File: config.mk
export PLATFORM = sky130hd
export DESIGN_NAME = paper_tape_reader_punch_controller
export DESIGN_NICKNAME = d
export VERILOG_FILES = /design/src/design/ptrpc_pkg.sv /design/src/design/ptrpc_exec.sv /design/src/design/paper_tape_reader_punch_controller.sv
export SDC_FILE = /design/constraint.sdc
export NUM_CORES = 1
export LEC_CHECK = 0
export ABC_CLOCK_PERIOD_IN_PS = 8400
export CAP_MARGIN = 25
export CORE_ASPECT_RATIO = 1.25
export CORE_MARGIN = 3
export CORE_UTILIZATION = 60
export CTS_CLUSTER_SIZE = 10
export DETAILED_ROUTE_END_ITERATION = 16
export DONT_BUFFER_PORTS = 1
export PLACE_DENSITY = 0.78
export SLEW_MARGIN = 15
export SYNTH_ARGS = -nofsm -noshare
export SYNTH_HDL_FRONTEND = slang
export SYNTH_HIERARCHICAL = 1
export SYNTH_SLANG_ARGS = --single-unit
File: constraint.sdc
create_clock -name clock -period 8.4 [get_ports clock]
set_input_delay 0.42 -clock clock [delete_from_list [all_inputs] [get_ports clock]]
set_output_delay 0.42 -clock clock [all_outputs]
set_load 0.01 [all_outputs]
File: src/design/ptrpc_pkg.sv
`timescale 1ns / 1ps
package ptrpc_pkg;

   localparam int unsigned WaitWidth = 24;
   localparam int unsigned CsrIndexWidth = 1;

   localparam logic [15:0] StsReaderResp  = 16'h4000;
   localparam logic [15:0] StsPunchResp   = 16'h1000;
   localparam logic [15:0] StsReaderBusy  = 16'h0800;
   localparam logic [15:0] StsReaderNotRdy = 16'h0400;
   localparam logic [15:0] StsPunchBusy   = 16'h0200;
   localparam logic [15:0] StsPunchNotRdy = 16'h0100;

   localparam logic [WaitWidth-1:0] WaitResetValue = 24'd1000;

   typedef enum logic [CsrIndexWidth-1:0] {
      CSR_READER_WAIT = 1'b0,
      CSR_PUNCH_WAIT  = 1'b1
   } csr_index_type;

   typedef enum logic [3:0] {
      MODE_READ        = 4'd0,
      MODE_PUNCH       = 4'd1,
      MODE_SENSE       = 4'd2,
      MODE_START_READ  = 4'd3,
      MODE_TICK        = 4'd4,
      MODE_ATTACH_RDR  = 4'd5,
      MODE_DETACH_RDR  = 4'd6,
      MODE_ATTACH_PUN  = 4'd7,
      MODE_DETACH_PUN  = 4'd8,
      MODE_RESET_RDR   = 4'd9,
      MODE_RESET_PUN   = 4'd10
   } mode_type;

   typedef struct packed {
      logic        reader_resp;
      logic        punch_resp;
      logic        reader_busy;
      logic        reader_not_ready;
      logic        punch_busy;
      logic        punch_not_ready;
   } flags_type;

   typedef struct packed {
      logic [3:0]  mode;
      logic [15:0] write_word;
      logic        modifier;
      logic [7:0]  tape_byte;
      logic        tape_more;
      logic        reader_online;
      logic        punch_online;
   } cmd_type;

   typedef struct packed {
      logic [15:0] read_data;
      logic [15:0] status_word;
      logic        punch_strobe;
      logic [7:0]  punch_byte;
      logic        tape_take;
      logic        interrupt_request;
      logic        bad_function;
   } rsp_type;

   function automatic logic [15:0] status_expand(input flags_type f);
      logic [15:0] w;
      w = '0;
      if (f.reader_resp)      w = w | StsReaderResp;
      if (f.punch_resp)       w = w | StsPunchResp;
      if (f.reader_busy)      w = w | StsReaderBusy;
      if (f.reader_not_ready) w = w | StsReaderNotRdy;
      if (f.punch_busy)       w = w | StsPunchBusy;
      if (f.punch_not_ready)  w = w | StsPunchNotRdy;
      return w;
   endfunction

endpackage

File: src/design/ptrpc_exec.sv
`timescale 1ns / 1ps
module ptrpc_exec (
   input  logic                                 clock,
   input  logic                                 reset,
   input  logic                                 fire,
   input  ptrpc_pkg::cmd_type                   cmd,
   input  logic                                 csr_we,
   input  logic [ptrpc_pkg::CsrIndexWidth-1:0]  csr_index,
   input  logic [ptrpc_pkg::WaitWidth-1:0]      csr_wdata,
   output ptrpc_pkg::rsp_type                   rsp
);

   ptrpc_pkg::flags_type               flags_ff, flags_in;
   logic [7:0]                         last_char_ff, last_char_in;
   logic [ptrpc_pkg::WaitWidth-1:0]    rdr_cnt_ff, rdr_cnt_in;
   logic [ptrpc_pkg::WaitWidth-1:0]    pun_cnt_ff, pun_cnt_in;
   logic                               rdr_pend_ff, rdr_pend_in;
   logic                               pun_pend_ff, pun_pend_in;
   logic                               irq_ff, irq_in;
   logic [ptrpc_pkg::WaitWidth-1:0]    rdr_wait_ff, pun_wait_ff;

   always_ff @(posedge clock) begin
      if (reset) begin
         rdr_wait_ff <= ptrpc_pkg::WaitResetValue;
         pun_wait_ff <= ptrpc_pkg::WaitResetValue;
      end else if (csr_we) begin
         unique case (ptrpc_pkg::csr_index_type'(csr_index))
            ptrpc_pkg::CSR_READER_WAIT: rdr_wait_ff <= csr_wdata;
            ptrpc_pkg::CSR_PUNCH_WAIT:  pun_wait_ff <= csr_wdata;
            default: ;
         endcase
      end
   end

   always_ff @(posedge clock) begin
      if (reset) begin
         flags_ff     <= '0;
         last_char_ff <= '0;
         rdr_cnt_ff   <= '0;
         pun_cnt_ff   <= '0;
         rdr_pend_ff  <= 1'b0;
         pun_pend_ff  <= 1'b0;
         irq_ff       <= 1'b0;
      end else if (fire) begin
         flags_ff     <= flags_in;
         last_char_ff <= last_char_in;
         rdr_cnt_ff   <= rdr_cnt_in;
         pun_cnt_ff   <= pun_cnt_in;
         rdr_pend_ff  <= rdr_pend_in;
         pun_pend_ff  <= pun_pend_in;
         irq_ff       <= irq_in;
      end
   end

   always_comb begin
      flags_in     = flags_ff;
      last_char_in = last_char_ff;
      rdr_cnt_in   = rdr_cnt_ff;
      pun_cnt_in   = pun_cnt_ff;
      rdr_pend_in  = rdr_pend_ff;
      pun_pend_in  = pun_pend_ff;
      irq_in       = irq_ff;
      rsp          = '0;
      unique case (ptrpc_pkg::mode_type'(cmd.mode))
         ptrpc_pkg::MODE_READ: begin
            rsp.read_data = {last_char_ff, 8'h00};
         end
         ptrpc_pkg::MODE_PUNCH: begin
            if (!flags_ff.punch_not_ready && cmd.punch_online) begin
               rsp.punch_strobe = 1'b1;
               rsp.punch_byte   = cmd.write_word[15:8];
            end
            if (!pun_pend_ff) begin
               pun_pend_in = 1'b1;
               pun_cnt_in  = pun_wait_ff;
            end
            flags_in.punch_not_ready = 1'b1;
            flags_in.punch_busy      = 1'b1;
         end
         ptrpc_pkg::MODE_SENSE: begin
            rsp.status_word = ptrpc_pkg::status_expand(flags_ff);
            if (cmd.modifier) begin
               flags_in.reader_resp = 1'b0;
               flags_in.punch_resp  = 1'b0;
               irq_in               = 1'b0;
            end
         end
         ptrpc_pkg::MODE_START_READ: begin
            if (!rdr_pend_ff) begin
               rdr_pend_in = 1'b1;
               rdr_cnt_in  = rdr_wait_ff;
            end
            flags_in.reader_busy      = 1'b1;
            flags_in.reader_not_ready = 1'b1;
         end
         ptrpc_pkg::MODE_TICK: begin
            if (rdr_pend_ff) begin
               if (rdr_cnt_ff[ptrpc_pkg::WaitWidth-1:1] == '0) begin
                  rdr_pend_in               = 1'b0;
                  rdr_cnt_in                = '0;
                  flags_in.reader_busy      = 1'b0;
                  flags_in.reader_not_ready = 1'b1;
                  if (cmd.reader_online) begin
                     last_char_in  = cmd.tape_byte;
                     rsp.tape_take = 1'b1;
                     if (cmd.tape_more) flags_in.reader_not_ready = 1'b0;
                  end
                  flags_in.reader_resp = 1'b1;
                  irq_in               = 1'b1;
               end else begin
                  rdr_cnt_in = rdr_cnt_ff - ptrpc_pkg::WaitWidth'(1);
               end
            end
            if (pun_pend_ff) begin
               if (pun_cnt_ff[ptrpc_pkg::WaitWidth-1:1] == '0) begin
                  pun_pend_in              = 1'b0;
                  pun_cnt_in               = '0;
                  flags_in.punch_busy      = 1'b0;
                  flags_in.punch_not_ready = !cmd.punch_online;
                  flags_in.punch_resp      = 1'b1;
                  irq_in                   = 1'b1;
               end else begin
                  pun_cnt_in = pun_cnt_ff - ptrpc_pkg::WaitWidth'(1);
               end
            end
         end
         ptrpc_pkg::MODE_ATTACH_RDR: begin
            flags_in.reader_not_ready = !(!flags_ff.reader_busy && cmd.tape_more);
         end
         ptrpc_pkg::MODE_DETACH_RDR: begin
            flags_in.reader_not_ready = 1'b1;
         end
         ptrpc_pkg::MODE_ATTACH_PUN: begin
            flags_in.punch_not_ready = flags_ff.punch_busy;
         end
         ptrpc_pkg::MODE_DETACH_PUN: begin
            flags_in.punch_not_ready = 1'b1;
         end
         ptrpc_pkg::MODE_RESET_RDR: begin
            rdr_pend_in               = 1'b0;
            rdr_cnt_in                = '0;
            flags_in.reader_busy      = 1'b0;
            flags_in.reader_resp      = 1'b0;
            flags_in.reader_not_ready = !(cmd.reader_online && cmd.tape_more);
            if (!flags_ff.punch_resp) irq_in = 1'b0;
         end
         ptrpc_pkg::MODE_RESET_PUN: begin
            pun_pend_in              = 1'b0;
            pun_cnt_in               = '0;
            flags_in.punch_busy      = 1'b0;
            flags_in.punch_resp      = 1'b0;
            flags_in.punch_not_ready = !cmd.punch_online;
            if (!flags_ff.reader_resp) irq_in = 1'b0;
         end
         default: begin
            rsp.bad_function = 1'b1;
         end
      endcase
      rsp.interrupt_request = irq_in;
   end

endmodule

File: src/design/paper_tape_reader_punch_controller.sv
`timescale 1ns / 1ps
// Channel  Dir  tdata                                         tuser
// req      in   write_word, modifier, tape_byte, tape_more,   mode
//               reader_online, punch_online
// rsp      out  read_data, status_word, punch_strobe,         -
//               punch_byte, tape_take, interrupt_request, bad_function
// csr      in   csr_we / csr_index / csr_wdata, one write per cycle
//
// One word per cycle sustained while rsp_tready is high; each word passes the input
// register, then the command logic writes the state and the result register.
// Synchronous active-high reset clears all flags, counters and valids; both
// wait registers return to 1000 ticks.
// A stalled rsp holds the pipeline; req_tready drops only when both stages are full.
module paper_tape_reader_punch_controller (
   input  logic                                 clock,
   input  logic                                 reset,
   input  logic                                 req_tvalid,
   output logic                                 req_tready,
   // [15:0] write_word, [16] modifier, [24:17] tape_byte, [25] tape_more,
   // [26] reader_online, [27] punch_online, [31:28] zero
   input  logic [31:0]                          req_tdata,
   // [3:0] mode
   input  logic [3:0]                           req_tuser,
   output logic                                 rsp_tvalid,
   input  logic                                 rsp_tready,
   // [15:0] read_data, [31:16] status_word, [32] punch_strobe,
   // [40:33] punch_byte, [41] tape_take, [42] interrupt_request,
   // [43] bad_function, [47:44] zero
   output logic [47:0]                          rsp_tdata,
   input  logic                                 csr_we,
   input  logic [ptrpc_pkg::CsrIndexWidth-1:0]  csr_index,
   input  logic [ptrpc_pkg::WaitWidth-1:0]      csr_wdata
);

   ptrpc_pkg::cmd_type cmd_ff, cmd_in;
   ptrpc_pkg::rsp_type rsp_ff, rsp_in;
   logic               in_valid_ff;
   logic               out_valid_ff;
   logic               advance;
   logic               req_fire;

   assign advance    = in_valid_ff && (!out_valid_ff || rsp_tready);
   assign req_tready = !in_valid_ff || advance;
   assign req_fire   = req_tvalid && req_tready;

   always_comb begin
      cmd_in.mode          = req_tuser;
      cmd_in.write_word    = req_tdata[15:0];
      cmd_in.modifier      = req_tdata[16];
      cmd_in.tape_byte     = req_tdata[24:17];
      cmd_in.tape_more     = req_tdata[25];
      cmd_in.reader_online = req_tdata[26];
      cmd_in.punch_online  = req_tdata[27];
   end

   always_ff @(posedge clock) begin
      if (reset) begin
         in_valid_ff  <= 1'b0;
         out_valid_ff <= 1'b0;
      end else begin
         if (req_fire) in_valid_ff <= 1'b1;
         else if (advance) in_valid_ff <= 1'b0;
         if (advance) out_valid_ff <= 1'b1;
         else if (rsp_tready) out_valid_ff <= 1'b0;
      end
   end

   always_ff @(posedge clock) begin
      if (req_fire) cmd_ff <= cmd_in;
      if (advance) rsp_ff <= rsp_in;
   end

   ptrpc_exec u_exec (
      .clock     (clock),
      .reset     (reset),
      .fire      (advance),
      .cmd       (cmd_ff),
      .csr_we    (csr_we),
      .csr_index (csr_index),
      .csr_wdata (csr_wdata),
      .rsp       (rsp_in)
   );

   assign rsp_tvalid = out_valid_ff;
   assign rsp_tdata  = {4'h0, rsp_ff.bad_function, rsp_ff.interrupt_request,
                        rsp_ff.tape_take, rsp_ff.punch_byte, rsp_ff.punch_strobe,
                        rsp_ff.status_word, rsp_ff.read_data};

   a_bad_quiet: assert property (@(posedge clock) disable iff (reset)
      rsp_tvalid && rsp_tdata[43] |->
         rsp_tdata[32:0] == '0 && rsp_tdata[41:33] == '0)
      else $error("invalid command produced a side effect");

   a_take_alone: assert property (@(posedge clock) disable iff (reset)
      rsp_tvalid && rsp_tdata[41] |-> rsp_tdata[31:0] == '0 && !rsp_tdata[32])
      else $error("tape take on a non-tick word");

   a_byte_gated: assert property (@(posedge clock) disable iff (reset)
      rsp_tvalid && !rsp_tdata[32] |-> rsp_tdata[40:33] == '0)
      else $error("punch byte without strobe");

   a_in_hold: assert property (@(posedge clock) disable iff (reset)
      in_valid_ff && !advance |=> in_valid_ff && $stable(cmd_ff))
      else $error("input register lost a word");

endmodule
==> impl_metrics.py <==
metrics = {
    "setup_path": {
        "cp-start-kind": "register",
        "crit_type": "register to register",
        "r2r_slack_ps": 4880,
        "required_ps": 8730,
        "crit_path_start": "cmd_ff[28]$_DFFE_PP_",
        "arrival_ps": 3850,
        "end_kind": "register",
        "worstPathMaxFanout": 24,
        "r2r_start": "cmd_ff[28]$_DFFE_PP_",
    },
    "global_route": {
        "grt_max_degree": 80,
        "grt_overflow_total": 0,
        "antenna_found_initial": 0,
        "grt_pass1_wl_um": 33000,
        "grtUsageTotal_pct": 27.3,
        "grt_pass1_vias": 6425,
    },
    "worst_hold_path": {
        "hp-start": "reset",
        "hp-class": "primary input to register",
    },
    "cells_and_area": {
        "finalNonFillerCells": 1016,
        "drive_above_1_share_pct": 7.46,
        "layout.nets": 900,
        "finish.utilization_pct": 65.8,
        "final_cell_area_um2": 8780,
        "antennaDiodeCount": 0,
        "syn2layout_area_growth_pct": 6.87,
    },
    "die": {
        "rows": 47,
        "coreArea_um2": 13300,
        "die_area_um2": 15100,
        "io_pins": 116,
        "start_util_pct": 61.5,
        "die_y_um": 137,
        "die_x_um": 111,
    },
    "clocking": {
        "clkTransAtPathRegs_ps": 70,
        "htree_levels": 4,
        "cts_buffers": 17,
        "cts_resized": 0,
        "ctsHoldBuffers": 0,
        "clk_latency_ps": 430,
        "cts_root_buf": "clkbuf_16",
        "cts_sinks": 183,
        "clock_path_buffers": 2,
        "post_cts_buffers": 0,
        "cts_tree": "yes",
    },
    "sta": {
        "finalSetupViolCount": 0,
        "min_period_ps": 3520,
        "relSlewSlack_pct": 35.3,
        "hold_violations": 0,
        "max_freq_ghz": 0.284,
        "fin_crit_sh_pct": 41.9,
        "final_max_slew_viol_count": 0,
        "fin_worst_skew_ps": 9.98,
        "rsz0062_at_grt": "no",
        "setup_ws_ps": 4880,
        "setup_tns_ps": 0,
        "worstMarginPinSlew_ps": 962,
    },
    "synth": {
        "synth_warnings": 6,
        "netlist_instances": 860,
        "synth.avg_cell_area_um2": 9.55,
        "synthesis.area_um2": 8210,
    },
    "place": {
        "port_buffers": 0,
        "gp_congestion": 0.890,
        "postPlaceCellArea_um2": 8180,
        "dpl.hpwl_um": 13700,
        "pre_cts_slack_ps": 5030,
        "dp_cells": 981,
    },
    "drt": {
        "drt_iter0_drc": 602,
        "viasPerCell": 6.49,
        "routed_wl_um": 20700,
        "drc": 0,
        "num_vias": 6593,
        "dr.pass1.iters": 6,
        "drtAntennaViolNets": 0,
        "avgRoutedWirePerCell_um": 20.3,
    },
    "outcome": {
        "status": "complete, no violations",
    },
    "power": {
        "powerDensity_nw_per_um2": 215,
        "leakage_nw": 3.18,
        "max-vdd-ir-drop_mv": 0.107,
    },
    "run": {
        "cap_violations": 0,
    },
}
==> layout make-up <==
| type | instances | area, um2 |
|---|---|---|
| sequential | 183 | 4340 |
| multi-input combinational | 585 | 3410 |
| tap | 171 | 214 |
| clock inverter | 15 | 159 |
| timing repair buffer | 15 | 109 |
| fill | 1000 | 4570 |
| clock buffer | 17 | 425 |
| inverter | 30 | 113 |
==> critical path: stages, from the launching register on <==
cell and delay, ps:
edfxtp_1 680, or4b_2 970, nor2_1 190, o21a_1 690
nand2_1 490, o32ai_1 380
==> per-layer routing <==
layer	vias up	part of all wire [%]	GRT usage, %
li1	3065	-	-
met1	3120	38	32.6
met2	354	49	46.2
met3	54	9.3	7.65
met4	0	3.3	12.2
met5	-	0	0
==> report_power, final <==
group / internal, mW / switching [mW] / leakage [nW]
sequential: 0.953 / 0.0284 / 1.58
clock: 0.398 / 0.377 / 0.284
combinational: 0.0467 / 0.0871 / 1.31
total: 1.40 / 0.493 / 3.18
==> path summary, 6_finish.rpt <==
path / cells past startpoint / end
min: 1 / in_valid_ff$_SDFFE_PP0P_
min reg2reg: 2 / u_exec/pun_wait_ff[2]$_SDFFE_PP0P_
max: 5 / u_exec/pun_cnt_ff[18]$_SDFFE_PP0P_
max reg2reg: 5 / u_exec/pun_cnt_ff[18]$_SDFFE_PP0P_
==> registers in the layout (all words and copies together), names as in the netlist <==
signal	count
u_exec/pun_cnt_ff	24
u_exec/rdr_wait_ff	24
u_exec/rdr_cnt_ff	24
u_exec/pun_wait_ff	24
rsp_tdata	44
u_exec/irq_ff	1
u_exec/flags_ff	6
u_exec/last_char_ff	8
cmd_ff	24
rsp_tvalid	1
in_valid_ff	1
u_exec/rdr_pend_ff	1
u_exec/pun_pend_ff	1
==> per-stage QoR <==
step / hold slack (ps) / power (mW)
after detailed placement: 447 / 1.13
after global placement: 439 / 1.12
final: 65.9 / 1.89
after CTS: 41.3 / 1.90
after floorplan: 432 / 1.11
after global routing: 57.6 / 1.96
==> cell usage in the layout (no fill, tap or decap), drive strengths merged, types with 10 or more instances in the layout <==
cell type	count
a21oi	73
a32o	26
a32oi	14
and2	34
buf	13
clkbuf	19
conb	22
dfxtp	115
edfxtp	68
inv	37
mux2i	11
nand2	131
nand3	28
nor2	37
nor2b	10
nor3	21
nor4	13
o21ai	43
o32ai	18
Note: power is estimated with default switching activity, not from simulation.
